File: src/rtl/akss_pkg.sv
`default_nettype none
package akss_pkg;

	localparam int unsigned N_KEYS  = 90;
	localparam int unsigned N_STEPS = 7;
	localparam int unsigned N_LANES = 4;

	localparam logic [14:0] CENTER_RADIUS = 15'd32766;
	localparam logic [7:0]  FULL_SCALE    = 8'd255;
	localparam logic [6:0]  OFF_RIGHT     = 7'd90;
	localparam logic [6:0]  KEY_LIMIT     = 7'd90;
	localparam logic signed [9:0] WRITE_MIN = 10'sd45;
	localparam logic signed [9:0] WRITE_MAX = 10'sd150;
	localparam logic signed [9:0] ANGLE_MAX = 10'sd180;

	localparam logic [31:0] RST_CENTER  = 32'd1733975906;
	localparam logic [14:0] RST_RAD_MAX = 15'd4000;
	localparam logic [14:0] RST_RAD_MIN = 15'd700;
	localparam logic [11:0] RST_FRONT   = 12'd300;
	localparam logic [11:0] RST_BACK    = 12'd300;
	localparam logic [11:0] RST_TRACK   = 12'd200;
	localparam logic [7:0]  RST_DEAD    = 8'd20;

	localparam longint unsigned PI_Q30  = 64'd3373259426;
	localparam longint unsigned ONE_Q30 = 64'd1073741824;

	typedef enum logic [2:0] {
		REG_CENTER   = 3'd0,
		REG_RAD_MAX  = 3'd1,
		REG_RAD_MIN  = 3'd2,
		REG_FRONT    = 3'd3,
		REG_BACK     = 3'd4,
		REG_TRACK    = 3'd5,
		REG_DEADBAND = 3'd6
	} reg_idx_t;

	typedef logic [30:0] tab_t [N_KEYS];

	typedef struct packed {
		logic [11:0] span;
		logic [15:0] den;
		logic        nonpos;
		logic [6:0]  cnt;
	} srch_t;

	typedef struct packed {
		logic        centered;
		logic        left;
		logic [14:0] radius;
	} side_t;

	function automatic tab_t build_tab(input logic want_cos);
		tab_t t;
		longint unsigned a;
		longint unsigned x2;
		longint unsigned ts;
		longint unsigned tc;
		longint ss;
		longint sc;
		for (int k = 0; k < N_KEYS; k++) begin
			a  = (longint'(2 * k + 1) * PI_Q30) / 360;
			x2 = (a * a) >> 30;
			ts = a;
			tc = ONE_Q30;
			ss = longint'(a);
			sc = longint'(ONE_Q30);
			ts = ((ts * x2) >> 30) / 6;   tc = ((tc * x2) >> 30) / 2;
			ss = ss - longint'(ts);       sc = sc - longint'(tc);
			ts = ((ts * x2) >> 30) / 20;  tc = ((tc * x2) >> 30) / 12;
			ss = ss + longint'(ts);       sc = sc + longint'(tc);
			ts = ((ts * x2) >> 30) / 42;  tc = ((tc * x2) >> 30) / 30;
			ss = ss - longint'(ts);       sc = sc - longint'(tc);
			ts = ((ts * x2) >> 30) / 72;  tc = ((tc * x2) >> 30) / 56;
			ss = ss + longint'(ts);       sc = sc + longint'(tc);
			ts = ((ts * x2) >> 30) / 110; tc = ((tc * x2) >> 30) / 90;
			ss = ss - longint'(ts);       sc = sc - longint'(tc);
			ts = ((ts * x2) >> 30) / 156; tc = ((tc * x2) >> 30) / 132;
			ss = ss + longint'(ts);       sc = sc + longint'(tc);
			ts = ((ts * x2) >> 30) / 210; tc = ((tc * x2) >> 30) / 182;
			ss = ss - longint'(ts);       sc = sc - longint'(tc);
			ts = ((ts * x2) >> 30) / 272; tc = ((tc * x2) >> 30) / 240;
			ss = ss + longint'(ts);       sc = sc + longint'(tc);
			if (want_cos) begin
				t[k] = (sc > 0) ? sc[30:0] : '0;
			end else begin
				t[k] = (ss > 0) ? ss[30:0] : '0;
			end
		end
		return t;
	endfunction

	localparam tab_t SIN_TAB = build_tab(1'b0);
	localparam tab_t COS_TAB = build_tab(1'b1);

endpackage
`default_nettype wire

File: src/rtl/akss_cell.sv
`default_nettype none
module akss_cell (
	input  wire logic           clk,
	input  wire logic           en,
	input  wire logic [2:0]     step,
	input  wire akss_pkg::srch_t d_in,
	output      akss_pkg::srch_t d_out
);
	import akss_pkg::*;

	logic [6:0]  probe;
	logic [6:0]  idx;
	logic        in_range;
	logic [30:0] cos_v;
	logic [30:0] sin_v;
	logic [47:0] lhs;
	logic [47:0] rhs;
	logic        take;
	srch_t       d_q;

	always_comb begin
		probe    = d_in.cnt | (7'd1 << step);
		idx      = probe - 7'd1;
		in_range = (probe <= KEY_LIMIT);
		cos_v    = in_range ? COS_TAB[idx] : '0;
		sin_v    = in_range ? SIN_TAB[idx] : '0;
		lhs      = {5'd0, 43'(d_in.span * cos_v)};
		rhs      = {1'b0, 47'(d_in.den * sin_v)};
		take     = in_range && (lhs >= rhs);
	end

	always_ff @(posedge clk) begin
		if (en) begin
			d_q.span   <= d_in.span;
			d_q.den    <= d_in.den;
			d_q.nonpos <= d_in.nonpos;
			d_q.cnt    <= take ? probe : d_in.cnt;
		end
	end

	assign d_out = d_q;
endmodule
`default_nettype wire

File: config.mk
export PLATFORM = sky130hd
export DESIGN_NAME = akss_cell
export DESIGN_NICKNAME = d
export VERILOG_FILES = /design/src/rtl/akss_pkg.sv /design/src/rtl/akss_cell.sv
export SDC_FILE = /design/constraint.sdc
export NUM_CORES = 2
export LEC_CHECK = 0
export ABC_AREA = 1
export BUFFER_PORTS_ARGS = -buffer_cell sky130_fd_sc_hd__buf_2
export CORE_MARGIN = 10
export CORE_UTILIZATION = 45
export DETAILED_ROUTE_END_ITERATION = 10
export GPL_TIMING_DRIVEN = 0
export PLACE_DENSITY_LB_ADDON = 0.3
export SLEW_MARGIN = 20
export SYNTH_ARGS = -nofsm -noshare
export SYNTH_HDL_FRONTEND = slang
export SYNTH_SLANG_ARGS = --single-unit
File: constraint.sdc
create_clock -name clk -period 12.9 [get_ports clk]
set_clock_uncertainty 0.2 [all_clocks]
set_input_delay 0.645 -clock clk [delete_from_list [all_inputs] [get_ports clk]]
set_output_delay 0.645 -clock clk [all_outputs]
set_load 0.05 [all_outputs]
==> impl_metrics.json, run 1 <==
{
  "yosysWarnings": 0,
  "worst_endpoint": "d_out[5]$_DFFE_PP_/D",
  "ios": 77,
  "syn_inst": 4952,
  "syn_area_um2": 36470,
  "overflow": 0,
  "lastStage": "5_2_route",
  "status": "did not finish",
  "mappedNetlistNets": 5932,
  "num_rows": 104,
  "grt_max_degree": 37,
  "grt_usage": 0.4325,
  "antenna_found_initial": 10,
  "grt_pass1_wl_mm": 287.5,
  "dp.cells": 6089,
  "ys_ff_latch": 36,
  "grt_pass1_vias": 38590,
  "synth_area_leaders": "fa_1, inv_1, ha_1, nand2_1, nand3_1",
  "dpl.hpwl_mm": 165.4,
  "chipWidth_um": 304.7,
  "synth_top_area_share": 0.3689,
  "placed_area_um2": 38180,
  "initial_core_util": 0.4535,
  "error_line": "[ERROR DRT-1231] Pin _10330_/B does not have access point",
  "clock_path_buffers": 2,
  "synth.distinct_cells": 68,
  "dp_slack_ns": -1.242,
  "clock-sinks": 36,
  "cts_max_level": 2,
  "port_buffers": 76,
  "gp_congestion": 1.122,
  "yosysSeqAreaShare": 0.02964,
  "synth.avg_cell_area_um2": 7.364,
  "hold_buffers": 0,
  "synth_area_leader_cell": "fa_1",
  "die_y_um": 304.7,
  "cts_buffers": 5,
  "worst-ep-kind": "register input",
  "clockRootBuffer": "clkbuf_16"
}
[logic make-up after synthesis]
family                   Yosys count  synth area share
AO/OA/AOI/OAI                    450           0.07552
XOR/XNOR                          75           0.01801
adder cells (fa/ha/maj)          939            0.4605
buffers and inverters           1190            0.1352
flip-flops                        36           0.02964
AND/OR/NAND/NOR                 2262            0.2811
[repair_timing]
| item | in CTS | in global routing |
|---|---|---|
| setup buffers | 1 | 3 |
| resized for setup | 5 | 12 |
| endpoints found under the setup margin | 7 | 7 |
| pin swaps | 1 | 1 |
[per-layer routing]
metal and GRT usage:
met5 0, met4 0.2796, met3 0.1625, met2 0.6333, met1 0.5284
[metrics by stage]
stage               setup TNS (ns)  hold WS (ns)  utilization
floorplan                        0        0.5439            -
global placement            -9.835        0.6231       0.4747
detailed placement          -8.597        0.6325       0.4748
CTS                              0        0.2658       0.4769
global route             -0.001139        0.2651       0.4778
[synthesized netlist by cell type (all sizes together)]
cell type / n
a211o: 1
a211oi: 7
a21boi: 4
a21o: 3
a21oi: 163
a221oi: 1
a22oi: 1
a31o: 1
a31oi: 25
and2: 2
and3: 4
buf: 127
clkbuf: 76
clkinv: 3
edfxtp: 36
fa: 672
ha: 267
inv: 984
nand2: 950
nand3: 596
nand3b: 1
nand4: 145
nor2: 517
nor3: 35
nor4: 9
nor4b: 1
o211ai: 26
o21a: 4
o21ai: 180
o21ba: 1
o21bai: 16
o221ai: 6
o22ai: 7
o31ai: 4
or2: 2
xnor2: 29
xor2: 46
==> run 2: changes to the inputs <==
--- a/config.mk
+++ b/config.mk
@@ -8,10 +8,10 @@
 export ABC_AREA = 1
 export BUFFER_PORTS_ARGS = -buffer_cell sky130_fd_sc_hd__buf_2
 export CORE_MARGIN = 10
-export CORE_UTILIZATION = 45
+export CORE_UTILIZATION = 30
 export DETAILED_ROUTE_END_ITERATION = 10
 export GPL_TIMING_DRIVEN = 0
-export PLACE_DENSITY_LB_ADDON = 0.3
+export PLACE_DENSITY_LB_ADDON = 0.15
 export SLEW_MARGIN = 20
 export SYNTH_ARGS = -nofsm -noshare
 export SYNTH_HDL_FRONTEND = slang
==> run 2 against run 1 <==
Synthesized area unchanged; the run now ends clean; global-route usage down 12 points; synthesized cell count unchanged.
==> impl_metrics.json, run 2 <==
{
  "drc": 0,
  "cp-start-kind": "input pin",
  "finalSetupViolCount": 0,
  "synth_top_area_share": 0.3689,
  "cts_buffers": 5,
  "grt_pass1_vias": 38150,
  "cap_violations": 0,
  "clock-sinks": 36,
  "yosysWarnings": 0,
  "final-instance-count-excl-fill": 6660,
  "dp.cells": 6641,
  "clock_path_buffers": 2,
  "mostFrequentLayoutCells": "inv_1, nand2_1, fa_1",
  "status": "finished clean",
  "synth_area_leaders": "fa_1, inv_1, ha_1, nand2_1, nand3_1",
  "die_y_um": 368.6,
  "wl_mm": 215.3,
  "antenna_found_initial": 10,
  "fill_cells": 13430,
  "wl_per_cell_um": 32.33,
  "end_kind": "flop",
  "vias": 37170,
  "area_growth_pct": 7.497,
  "clkTransAtPathRegs_ns": 0.08,
  "initial_core_util": 0.3032,
  "chipWidth_um": 368.6,
  "syn_area_um2": 36470,
  "regArea_um2": 1081,
  "worst_pin_slew_ns": 1.200,
  "die_area_um2": 135900,
  "clockRootBuffer": "clkbuf_16",
  "via_per_inst": 5.580,
  "critical-path-max-stage-delay_ns": 0.67,
  "largest_reg_flops": 36,
  "yosysSeqAreaShare": 0.02964,
  "hold_violations": 0,
  "min_period_ns": 12.52,
  "layout_commonest_cell": "inv_1",
  "slew_violations": 0,
  "synth_area_leader_cell": "fa_1",
  "syn_inst": 4952,
  "drtAntennaViolNets": 0,
  "layout-drive-gt1-share": 0.08386,
  "dpl.hpwl_mm": 176.1,
  "cts_max_level": 2,
  "final_util": 0.3259,
  "crit_required_ns": 12.78,
  "critical_path_arrival_ns": 12.40,
  "synth_enable_flop_cells": 36,
  "synth.distinct_cells": 68,
  "crit_type": "input pin to flop",
  "mappedNetlistNets": 5932,
  "fp.coreArea_um2": 120300,
  "cts_tree": "done",
  "synth.avg_cell_area_um2": 7.364,
  "slowest_stage": "fa_1",
  "gp_congestion": 1.130,
  "period_share": 0.9705,
  "finalSetupTns_ns": 0,
  "crit_fanout": 17,
  "ios": 77,
  "overflow": 0,
  "port_buffers": 76,
  "ys.flop_type": "edfxtp_1",
  "slew_headroom": 0.1997,
  "synth_common_cells": "inv_1, nand2_1, fa_1, nand3_1, nor2_1",
  "async_flop_share": 0,
  "ys_ff_latch": 36,
  "hp-class": "input pin to flop",
  "drt_pre_antenna_iters": 5,
  "max_clock_freq_mhz": 79.88,
  "grt_max_degree": 37,
  "nets": 6023,
  "num_rows": 127,
  "grt_usage": 0.3100,
  "multi_input_area_um2": 30560,
  "drt_iter0_markers": 4152,
  "grt_pass1_wl_mm": 298.5,
  "crit_top_cell": "nand2_1",
  "yosysMostFrequentCell": "inv_1"
}
run 2: cell counts after synthesis:
No cell type changed its count.
run 2: final cells by class:
| type | instances | share of cell area |
|---|---|---|
| antenna | 4 | 0.0002553 |
| sequential | 36 | 0.02758 |
| clock inverter | 2 | 0.0002873 |
| multi-input combinational | 3726 | 0.7796 |
| buffer | 203 | 0.03112 |
| tap | 1612 | 0.05145 |
| timing repair buffer | 84 | 0.01130 |
| inverter | 987 | 0.09512 |
| clock buffer | 6 | 0.003288 |
run 2: per-stage QoR:
stage	hold slack (ns)	cell area [um2]	setup WS, ns
6_report	0.2789	39200	0.3809
4_1_cts	0.2696	39060	0.1020
2_1_floorplan	0.5439	36470	3.411
3_3_place_gp	0.6223	38860	-2.011
5_1_grt	0.2806	39190	-0.005635
3_5_place_dp	0.6242	38880	-1.937
run 2: worst max-delay path, delay by kind of cell:
family,cells,cell delay [ns]
fa+ha+maj,9,4.12
simple gates,26,4.24
xor+xnor,1,0.10
buf+inv,12,2.32
compound gates,3,0.85
run 2: cell families (layout without fill, tap and decap cells):
| kind of cell | count (synthesis) | count (layout) | synth area share |
|---|---|---|---|
| simple gates | 2262 | 2262 | 0.2811 |
| flops | 36 | 36 | 0.02964 |
| buf+inv | 1190 | 1282 | 0.1352 |
| fa+ha+maj | 939 | 939 | 0.4605 |
| xor+xnor | 75 | 75 | 0.01801 |
| compound gates | 450 | 450 | 0.07552 |
| other cells | 0 | 4 | 0 |
run 2: worst paths after layout:
kind,endpoint,slack (ns),startpoint,cells after the start
max,d_out[6],0.38,step[2],51
min,d_out[15],0.28,d_in[15],1
run 2: repair_timing:
item                                    4_1_cts  5_1_grt
hold buffers                                  0        0
buffers inserted                              1        6
pin swaps                                     1        1
resized for setup                             7       25
endpoints found under the setup margin        7        7
run 2: per-layer routing:
metal / global-route usage / vias to the layer above / wire length (um)
met5: 0 / - / 69
met4: 0.1696 / 10 / 14870
met2: 0.4781 / 2194 / 92960
li1: - / 15720 / -
met1: 0.4066 / 18670 / 88630
met3: 0.05897 / 570 / 18800
Power of run 2 is not shown: default switching activity piles up to over one toggle a cycle in this logic, so the estimate is an artifact.
